===== config.mk =====
export PLATFORM = sky130hd
export DESIGN_NAME = least_load_server_selector_top
export DESIGN_NICKNAME = d
export VERILOG_FILES = /design/src/sv/llss_pkg.sv /design/src/sv/least_load_server_selector_top.sv /design/src/sv/llss_ram.sv
export SDC_FILE = /design/constraint.sdc
export NUM_CORES = 2
export LEC_CHECK = 0
export ABC_CLOCK_PERIOD_IN_PS = 9800
export BUFFER_PORTS_ARGS = -buffer_cell sky130_fd_sc_hd__buf_2
export CAP_MARGIN = 20
export CELL_PAD_IN_SITES_DETAIL_PLACEMENT = 0
export CELL_PAD_IN_SITES_GLOBAL_PLACEMENT = 1
export CORE_ASPECT_RATIO = 1.75
export CORE_MARGIN = 10
export CORE_UTILIZATION = 59
export CTS_BUF_LIST = sky130_fd_sc_hd__clkbuf_8
export CTS_CLUSTER_DIAMETER = 100
export CTS_CLUSTER_SIZE = 24
export DETAILED_ROUTE_END_ITERATION = 12
export PLACE_DENSITY = 0.84
export SLEW_MARGIN = 5
export SYNTH_ARGS = -nofsm -noshare
export SYNTH_HDL_FRONTEND = slang
export SYNTH_MEMORY_MAX_BITS = 65536
export SYNTH_SLANG_ARGS = --single-unit

===== constraint.sdc =====
create_clock -name aclk -period 9.8 [get_ports aclk]
set_clock_uncertainty 0.05 [all_clocks]
set_input_delay 0.98 -clock aclk [delete_from_list [all_inputs] [get_ports aclk]]
set_output_delay 0.98 -clock aclk [all_outputs]
set_load 0.1 [all_outputs]

===== src/sv/llss_pkg.sv =====
`timescale 1ns / 1ps
`default_nettype none
// ----------------------------------------------------------------------------
// Least-load server selector package
// Shared widths, the entry word layout and the controller state type.
// ----------------------------------------------------------------------------
package llss_pkg;

    localparam int LLSS_TABLE_DEPTH = 64;

    localparam int LOAD_W  = 16;
    localparam int BLOCK_W = 16;
    localparam int TIME_W  = 32;
    localparam int TMO_W   = 16;
    localparam int DROP_W  = 7;

    localparam logic [TMO_W-1:0]  TIMEOUT_RESET = 16'd30;
    localparam logic [DROP_W-1:0] DROP_MAX      = '1;

    localparam logic MODE_UPDATE = 1'b0;
    localparam logic MODE_SELECT = 1'b1;

    // server_id, old_load, new_load, heartbeat_time, current_time
    localparam int S_TDATA_W  = BLOCK_W + 2 * LOAD_W + 2 * TIME_W;
    // status, found, chosen_block, dropped_count
    localparam int M_FIELDS_W = 2 + BLOCK_W + DROP_W;
    localparam int M_TDATA_W  = ((M_FIELDS_W + 7) / 8) * 8;

    typedef struct packed {
        logic               valid;
        logic [LOAD_W-1:0]  load;
        logic [BLOCK_W-1:0] block;
        logic [TIME_W-1:0]  hb;
    } entry_t;

    localparam int ENTRY_W = $bits(entry_t);

    typedef enum logic [2:0] {
        ST_CLEAR,
        ST_IDLE,
        ST_UPD,
        ST_INS,
        ST_SEL1,
        ST_SEL2,
        ST_DONE
    } state_t;

endpackage
`default_nettype wire


===== src/sv/least_load_server_selector_top.sv =====
`timescale 1ns / 1ps
`default_nettype none
// ----------------------------------------------------------------------------
// Least-load server selector
// Load-ranked table of server blocks with heartbeat ageing and selection.
// ----------------------------------------------------------------------------
// The table lives in one entry memory (valid, load, block id, heartbeat) that
// is swept one entry per cycle. An update makes one read-modify-write pass
// that removes the old entry, refreshes the block's heartbeat and finds the
// free slot, then inserts the new entry and loads the result. A select makes
// two passes: one finds the least live entry, a second drops the stale
// entries ranked ahead of it. An update with equal loads skips the pass and
// goes straight to loading the result. One item is worked on at a time; its
// result waits in the output register while the next item is taken, and a
// result still waiting there holds the next one back until it is taken.
// After reset a clearing pass zeroes every entry before the first item is
// accepted.
// ----------------------------------------------------------------------------
module least_load_server_selector_top #(
    parameter int TABLE_DEPTH = llss_pkg::LLSS_TABLE_DEPTH
) (
    input  wire logic                           aclk,
    input  wire logic                           aresetn,
    input  wire logic                           cfg_wr_en,
    input  wire logic [llss_pkg::TMO_W-1:0]     cfg_wr_data,   // heartbeat_timeout
    input  wire logic                           s_tvalid,
    output logic                                s_tready,
    // server_id[15:0], old_load[31:16], new_load[47:32],
    // heartbeat_time[79:48], current_time[111:80]
    input  wire logic [llss_pkg::S_TDATA_W-1:0] s_tdata,
    input  wire logic                           s_tuser,       // mode
    output logic                                m_tvalid,
    input  wire logic                           m_tready,
    // status[0], found[1], chosen_block[17:2], dropped_count[24:18], zero pad
    output logic      [llss_pkg::M_TDATA_W-1:0] m_tdata
);
    import llss_pkg::*;

    localparam int IW = $clog2(TABLE_DEPTH);
    localparam logic [IW-1:0] LAST_IDX = IW'(TABLE_DEPTH - 1);

    state_t state_reg, state_next;

    logic [IW-1:0]      rd_idx_reg, rd_idx_next;
    logic               rd_busy_reg, rd_busy_next;
    logic               pipe_vld_reg, pipe_vld_next;
    logic [IW-1:0]      pipe_idx_reg, pipe_idx_next;
    logic               m_tvalid_reg, m_tvalid_next;
    logic [TMO_W-1:0]   timeout_reg, timeout_next;

    logic [BLOCK_W-1:0] id_reg, id_next;
    logic [LOAD_W-1:0]  oldl_reg, oldl_next;
    logic [LOAD_W-1:0]  newl_reg, newl_next;
    logic [TIME_W-1:0]  hb_reg, hb_next;
    logic [TIME_W-1:0]  now_reg, now_next;

    logic               match_done_reg, match_done_next;
    logic               slot_found_reg, slot_found_next;
    logic [IW-1:0]      slot_idx_reg, slot_idx_next;

    logic               best_found_reg, best_found_next;
    logic [LOAD_W-1:0]  best_load_reg, best_load_next;
    logic [BLOCK_W-1:0] best_block_reg, best_block_next;
    logic [IW-1:0]      best_idx_reg, best_idx_next;
    logic [DROP_W-1:0]  drop_cnt_reg, drop_cnt_next;

    logic               res_status_reg, res_status_next;
    logic               res_found_reg, res_found_next;
    logic [BLOCK_W-1:0] res_chosen_reg, res_chosen_next;
    logic [DROP_W-1:0]  res_drop_reg, res_drop_next;
    logic [M_TDATA_W-1:0] m_tdata_reg, m_tdata_next;

    logic               ram_we;
    logic [IW-1:0]      ram_wr_addr;
    entry_t             ram_wr_data;
    logic [ENTRY_W-1:0] ram_rd_data;
    entry_t             ent;

    logic               last_entry;
    logic               is_match;
    logic               is_stale;
    logic               out_free;

    llss_ram #(
        .WIDTH (ENTRY_W),
        .DEPTH (TABLE_DEPTH)
    ) u_entry_ram (
        .aclk    (aclk),
        .wr_en   (ram_we),
        .wr_addr (ram_wr_addr),
        .wr_data (ram_wr_data),
        .rd_addr (rd_idx_reg),
        .rd_data (ram_rd_data)
    );

    assign ent        = entry_t'(ram_rd_data);
    assign last_entry = pipe_vld_reg && (pipe_idx_reg == LAST_IDX);
    assign is_match   = ent.valid && (ent.load == oldl_reg) && (ent.block == id_reg)
                        && !match_done_reg;
    // offline when now - hb > timeout, taken as signed: compare in 33 bits
    assign is_stale   = {1'b0, now_reg} > ({1'b0, ent.hb} + (TIME_W + 1)'(timeout_reg));
    assign out_free   = !m_tvalid_reg || m_tready;

    assign s_tready = (state_reg == ST_IDLE);
    assign m_tvalid = m_tvalid_reg;
    assign m_tdata  = m_tdata_reg;

    always_comb begin
        state_next      = state_reg;
        rd_idx_next     = rd_idx_reg;
        rd_busy_next    = rd_busy_reg;
        pipe_vld_next   = 1'b0;
        pipe_idx_next   = rd_idx_reg;
        m_tvalid_next   = m_tvalid_reg;
        timeout_next    = cfg_wr_en ? cfg_wr_data : timeout_reg;
        id_next         = id_reg;
        oldl_next       = oldl_reg;
        newl_next       = newl_reg;
        hb_next         = hb_reg;
        now_next        = now_reg;
        match_done_next = match_done_reg;
        slot_found_next = slot_found_reg;
        slot_idx_next   = slot_idx_reg;
        best_found_next = best_found_reg;
        best_load_next  = best_load_reg;
        best_block_next = best_block_reg;
        best_idx_next   = best_idx_reg;
        drop_cnt_next   = drop_cnt_reg;
        res_status_next = res_status_reg;
        res_found_next  = res_found_reg;
        res_chosen_next = res_chosen_reg;
        res_drop_next   = res_drop_reg;
        m_tdata_next    = m_tdata_reg;
        ram_we          = 1'b0;
        ram_wr_addr     = pipe_idx_reg;
        ram_wr_data     = ent;

        if (m_tvalid_reg && m_tready) begin
            m_tvalid_next = 1'b0;
        end

        // issue one read per cycle during a pass
        if (rd_busy_reg) begin
            pipe_vld_next = 1'b1;
            if (rd_idx_reg == LAST_IDX) begin
                rd_busy_next = 1'b0;
            end else begin
                rd_idx_next = rd_idx_reg + 1'b1;
            end
        end

        case (state_reg)
            ST_CLEAR: begin
                ram_we      = 1'b1;
                ram_wr_addr = rd_idx_reg;
                ram_wr_data = '0;
                if (rd_idx_reg == LAST_IDX) begin
                    rd_idx_next = '0;
                    state_next  = ST_IDLE;
                end else begin
                    rd_idx_next = rd_idx_reg + 1'b1;
                end
            end
            ST_IDLE: begin
                if (s_tvalid) begin
                    id_next         = s_tdata[15:0];
                    oldl_next       = s_tdata[31:16];
                    newl_next       = s_tdata[47:32];
                    hb_next         = s_tdata[79:48];
                    now_next        = s_tdata[111:80];
                    match_done_next = 1'b0;
                    slot_found_next = 1'b0;
                    best_found_next = 1'b0;
                    drop_cnt_next   = '0;
                    res_status_next = 1'b0;
                    res_found_next  = 1'b0;
                    res_chosen_next = '0;
                    res_drop_next   = '0;
                    if (s_tuser == MODE_SELECT) begin
                        rd_idx_next  = '0;
                        rd_busy_next = 1'b1;
                        state_next   = ST_SEL1;
                    end else if (s_tdata[31:16] == s_tdata[47:32]) begin
                        // equal loads: nothing to do
                        state_next = ST_DONE;
                    end else begin
                        rd_idx_next  = '0;
                        rd_busy_next = 1'b1;
                        state_next   = ST_UPD;
                    end
                end
            end
            ST_UPD: begin
                if (pipe_vld_reg) begin
                    if (is_match) begin
                        match_done_next   = 1'b1;
                        ram_we            = 1'b1;
                        ram_wr_data.valid = 1'b0;
                    end else if (ent.valid && (ent.block == id_reg)) begin
                        ram_we         = 1'b1;
                        ram_wr_data.hb = hb_reg;
                    end
                    if (!slot_found_reg && (!ent.valid || is_match)) begin
                        slot_found_next = 1'b1;
                        slot_idx_next   = pipe_idx_reg;
                    end
                    if (last_entry) begin
                        state_next = ST_INS;
                    end
                end
            end
            ST_INS: begin
                ram_wr_addr       = slot_idx_reg;
                ram_wr_data.valid = 1'b1;
                ram_wr_data.load  = newl_reg;
                ram_wr_data.block = id_reg;
                ram_wr_data.hb    = hb_reg;
                ram_we            = slot_found_reg;
                res_status_next   = !slot_found_reg;
                state_next        = ST_DONE;
            end
            ST_SEL1: begin
                if (pipe_vld_reg) begin
                    if (ent.valid && !is_stale && (!best_found_reg ||
                        ({ent.load, ent.block} < {best_load_reg, best_block_reg}))) begin
                        best_found_next = 1'b1;
                        best_load_next  = ent.load;
                        best_block_next = ent.block;
                        best_idx_next   = pipe_idx_reg;
                    end
                    if (last_entry) begin
                        rd_idx_next  = '0;
                        rd_busy_next = 1'b1;
                        state_next   = ST_SEL2;
                    end
                end
            end
            ST_SEL2: begin
                if (pipe_vld_reg) begin
                    // drop every entry ranked ahead of the chosen one, or all if none was chosen
                    if (ent.valid && (!best_found_reg ||
                        ({ent.load, ent.block, pipe_idx_reg} <
                         {best_load_reg, best_block_reg, best_idx_reg}))) begin
                        ram_we            = 1'b1;
                        ram_wr_data.valid = 1'b0;
                        if (drop_cnt_reg != DROP_MAX) begin
                            drop_cnt_next = drop_cnt_reg + 1'b1;
                        end
                    end
                    if (last_entry) begin
                        res_found_next  = best_found_reg;
                        res_chosen_next = best_found_reg ? best_block_reg : '0;
                        res_drop_next   = drop_cnt_next;
                        state_next      = ST_DONE;
                    end
                end
            end
            ST_DONE: begin
                if (out_free) begin
                    m_tvalid_next = 1'b1;
                    m_tdata_next  = {{(M_TDATA_W - M_FIELDS_W){1'b0}}, res_drop_reg,
                                     res_chosen_reg, res_found_reg, res_status_reg};
                    state_next    = ST_IDLE;
                end
            end
            default: begin
                state_next = ST_IDLE;
            end
        endcase
    end

    always_ff @(posedge aclk) begin
        if (!aresetn) begin
            state_reg    <= ST_CLEAR;
            rd_idx_reg   <= '0;
            rd_busy_reg  <= 1'b0;
            pipe_vld_reg <= 1'b0;
            m_tvalid_reg <= 1'b0;
            timeout_reg  <= TIMEOUT_RESET;
        end else begin
            state_reg    <= state_next;
            rd_idx_reg   <= rd_idx_next;
            rd_busy_reg  <= rd_busy_next;
            pipe_vld_reg <= pipe_vld_next;
            m_tvalid_reg <= m_tvalid_next;
            timeout_reg  <= timeout_next;
        end
    end

    always_ff @(posedge aclk) begin
        pipe_idx_reg   <= pipe_idx_next;
        id_reg         <= id_next;
        oldl_reg       <= oldl_next;
        newl_reg       <= newl_next;
        hb_reg         <= hb_next;
        now_reg        <= now_next;
        match_done_reg <= match_done_next;
        slot_found_reg <= slot_found_next;
        slot_idx_reg   <= slot_idx_next;
        best_found_reg <= best_found_next;
        best_load_reg  <= best_load_next;
        best_block_reg <= best_block_next;
        best_idx_reg   <= best_idx_next;
        drop_cnt_reg   <= drop_cnt_next;
        res_status_reg <= res_status_next;
        res_found_reg  <= res_found_next;
        res_chosen_reg <= res_chosen_next;
        res_drop_reg   <= res_drop_next;
        m_tdata_reg    <= m_tdata_next;
    end

`ifndef SYNTH
    // a result never reports both a dropped insert and a found block
    a_status_found_excl: assert property (@(posedge aclk) disable iff (!aresetn)
        m_tvalid |-> !(m_tdata[0] && m_tdata[1]))
        else $error("status and found both set");

    // no item is taken while the entry memory is being cleared
    a_no_accept_in_clear: assert property (@(posedge aclk) disable iff (!aresetn)
        (state_reg == ST_CLEAR) |-> !s_tready)
        else $error("input ready during clearing pass");

    // a write-back never hits the entry being read in the same cycle
    a_no_rw_collision: assert property (@(posedge aclk) disable iff (!aresetn)
        (ram_we && rd_busy_reg) |-> (ram_wr_addr != rd_idx_reg))
        else $error("read and write to the same entry");

    // an update pass ends in the insert state, never straight in idle
    a_pass_end: assert property (@(posedge aclk) disable iff (!aresetn)
        (last_entry && (state_reg == ST_UPD)) |=> (state_reg == ST_INS))
        else $error("update pass did not reach insert");
`endif

endmodule
`default_nettype wire


===== src/sv/llss_ram.sv =====
`timescale 1ns / 1ps
`default_nettype none
// ----------------------------------------------------------------------------
// Generic simple dual-port RAM
// One write port, one read port, read data registered.
// ----------------------------------------------------------------------------
module llss_ram #(
    parameter int WIDTH = 8,
    parameter int DEPTH = 64
) (
    input  wire logic                     aclk,
    input  wire logic                     wr_en,
    input  wire logic [$clog2(DEPTH)-1:0] wr_addr,
    input  wire logic [WIDTH-1:0]         wr_data,
    input  wire logic [$clog2(DEPTH)-1:0] rd_addr,
    output logic      [WIDTH-1:0]         rd_data
);

    logic [WIDTH-1:0] mem [DEPTH];
    logic [WIDTH-1:0] rd_data_reg;

    always_ff @(posedge aclk) begin
        if (wr_en) begin
            mem[wr_addr] <= wr_data;
        end
        rd_data_reg <= mem[rd_addr];
    end

    assign rd_data = rd_data_reg;

endmodule
`default_nettype wire


==> reports/qor.yml <==
run_status:
  status: "finished clean"
global_routing:
  grt.total_usage: 0.289
  grt_max_degree: 148
  grt_overflow_total: 0
  antenna_found_initial: 15
  grt_pass1_vias: 83000
  grt_pass1_wl_mm: 643
die:
  pin_count: 168
  coreArea_mm2: 0.291
  die_x_um: 429
  die_height_um: 735
  die_area_mm2: 0.315
  rows: 262
  initial_utilization: 0.593
pwr:
  total_power_mw: 31.0
  switchingPower_mw: 6.86
  p_leak_nw: 55.4
  ir_worst_vdd_mv: 0.116
  pwr-share-clk: 0.240
  p_sw_frac: 0.221
  pwr-share-seq: 0.677
  comb_power_share: 0.083
  cellPowerDensity_mw_per_mm2: 168
  p_int_mw: 24.2
yosys:
  ys_types: 64
  synth-simple-area-share: 0.00899
  ys.flop_type: "edfxtp_1"
  avgSynthCellArea_um2: 23.9
  synth-seq-area-share: 0.773
  async_flop_share: 0
  synth_edf_count: 4376
  synth-compound-area-share: 0.0160
  synthesis.area_mm2: 0.172
  ys_ff_latch: 4475
  synth_top_family_by_area: "multiplexers"
  synthMuxAreaShare: 0.179
  postSynthCellCount: 7229
  synth_fa_ha_area_frac: 0.00657
  yosys_warnings: 0
  synth_xor_area_frac: 0.00411
sta:
  final-setup-viol-count: 0
  worstMarginPinSlew_ns: 1.22
  tns_ns: 0
  slew_viol_final: 0
  hold_violations: 0
  period_minus_slack_ns: 6.27
  period_share: 0.639
  relSlewSlack: 0.189
  max_clock_freq_mhz: 160
  rsz0062_at_grt: "no"
clock_tree:
  cts_tree: "yes"
  cts_root_buf: "clkbuf_8"
  cts-htree-levels: 4
  numClockSinks: 4475
  numCtsBuffers: 212
  worstSkewPairLatency_ns: 1.12
  clkSlewWorstSetupHoldPaths_ns: 0.14
  clk_path_buf_depth: 4
setup_path:
  reg2reg_from: "id_reg[1]"
  slowest_delay_ns: 0.88
  start_kind: "flop"
  cp_max_fo: 34
  crit_family: "simple AND/OR/NAND/NOR gates"
  crit_path_cell_trace: "xnor2_1 > nand4_1 > nor4_2 > nand3_1 > a221oi_2 > nand3_1 > o32ai_4 > buf_4 > buf_4"
  crit_path_end_kind: "flop"
  path_buf_inv: 2
  arrival_ns: 6.92
  worst_path_max_delay_cell: "nor4_2"
  cp.required_ns: 10.45
  crit_type: "flop to flop"
  critPathLaunch: "id_reg[1]"
cells_and_area:
  final_common_cell: "edfxtp_1"
  utilization: 0.634
  nFillCells: 18300
  largest_register_ffs: 4160
  fin_area_mm2: 0.185
  drive_above_1_share: 0.276
  fin_cells: 11600
  syn_to_final_growth_pct: 6.97
  fin_nets: 7808
  mostFrequentLayoutCells: "edfxtp_1, mux4_2, buf_4, inv_1, clkbuf_8"
place:
  dp_cells: 11100
  portBuffers: 160
  place_area_mm2: 0.180
  hpwlAfterDp_mm: 262
  gp_congestion: 0.901
hold_path:
  min_from: "s_tdata[27]"
  hold_path_class: "input pin to flop"
route:
  routed_wl_mm: 458
  dr.first_iter.drc_count: 13100
  vias: 82700
  vias_per_cell: 7.15
  drcViolationCount: 0
  postRouteAntennaNets: 0
  firstDrtPassIters: 7
  wl_per_cell_um: 39.6
job:
  cap_violations: 0
## worst paths after layout
path	to	slack, ns	cells past startpoint
worst min register to register	m_tdata[16]	0.38	0
worst max-delay path	u_entry_ram.mem[50][42]	3.53	9
worst max register to register	u_entry_ram.mem[50][42]	3.53	9
worst min-delay path	oldl_reg[11]	0.06	1
## what timing repair did
action                                 in CTS  in global routing
setup endpoints to repair                   0                  0
hold buffers                               62                  0
gates resized for setup                     0                  0
endpoints found under the hold margin      62                  0
setup buffers                               0                  0
## final cells by class
| type | instances | area (um2) | area share |
|---|---|---|---|
| Antenna cell | 8 | 20.0 | 0.000109 |
| Clock buffer | 214 | 2950 | 0.0160 |
| Clock inverter | 153 | 607 | 0.00329 |
| Inverter | 119 | 452 | 0.00245 |
| Multi-Input combinational cell | 2261 | 38400 | 0.208 |
| Sequential cell | 4475 | 133000 | 0.723 |
| Tap cell | 3828 | 4790 | 0.0260 |
| Timing Repair Buffer | 515 | 3860 | 0.0209 |
## synth_stat cells, types with 5 or more instances
cell type  number  share of area
o22ai_1         6        0.00022
a21o_1         25         0.0011
nand3_1        26        0.00075
o21a_1          7        0.00030
nand2_1       120         0.0026
buf_2          50         0.0015
nor2_1         53         0.0012
xnor2_1        60         0.0030
a211oi_1       10        0.00044
a222oi_1       32         0.0019
buf_1          62         0.0013
a21oi_1        54         0.0016
nor2b_1        30         0.0011
mux2i_1        19         0.0011
nand4_1        26        0.00094
xor2_1         21         0.0011
buf_4          14        0.00061
nand2b_1        7        0.00025
nor3_1         30        0.00087
a22oi_1         9        0.00039
dfxtp_1        99          0.011
clkbuf_1      253         0.0055
ha_1           89         0.0065
a22o_1         64         0.0032
edfxtp_1     4376           0.76
o32ai_1        65         0.0033
or3_1           5        0.00018
and2_1          8        0.00029
o21ai_0        68         0.0020
inv_1         118         0.0026
mux4_2       1365           0.18
nor4_1          9        0.00033
## per-stage QoR
stage          setup WS, ns  hold slack (ns)
2_1_floorplan          2.19            0.279
3_3_place_gp           3.78            0.357
3_5_place_dp           3.72            0.355
4_1_cts                3.68          0.00301
5_1_grt                3.55           0.0317
6_report               3.53           0.0591
## routing by layer
layer | up-vias | share of wire | GRT usage
met4 | 6 | 0.057 | 0.136
met2 | 5889 | 0.51 | 0.488
met3 | 1142 | 0.10 | 0.0482
met1 | 44100 | 0.33 | 0.370
li1 | 31600 | - | -
met5 | - | 0.000087 | 0
## logic make-up (layout without fill, tap and decap cells)
logic type	after synthesis	after routing
compound gates	372	372
xor+xnor	81	81
fa+ha+maj	90	90
buf+inv	499	1001
flops	4475	4475
mux	1385	1385
other cells	1	15
simple gates	326	326
## power by group through the flow
stage | clock network (mW) | registers [mW] | logic [mW]
2_1_floorplan | 0 | 21.4 | 1.80
4_1_cts | 7.51 | 21.0 | 2.59
5_1_grt | 8.11 | 21.0 | 2.71
6_report | 7.44 | 21.0 | 2.59
3_3_place_gp | 0 | 21.4 | 2.54
3_5_place_dp | 0 | 21.4 | 2.56
Note: power is estimated with default switching activity, not from simulation.
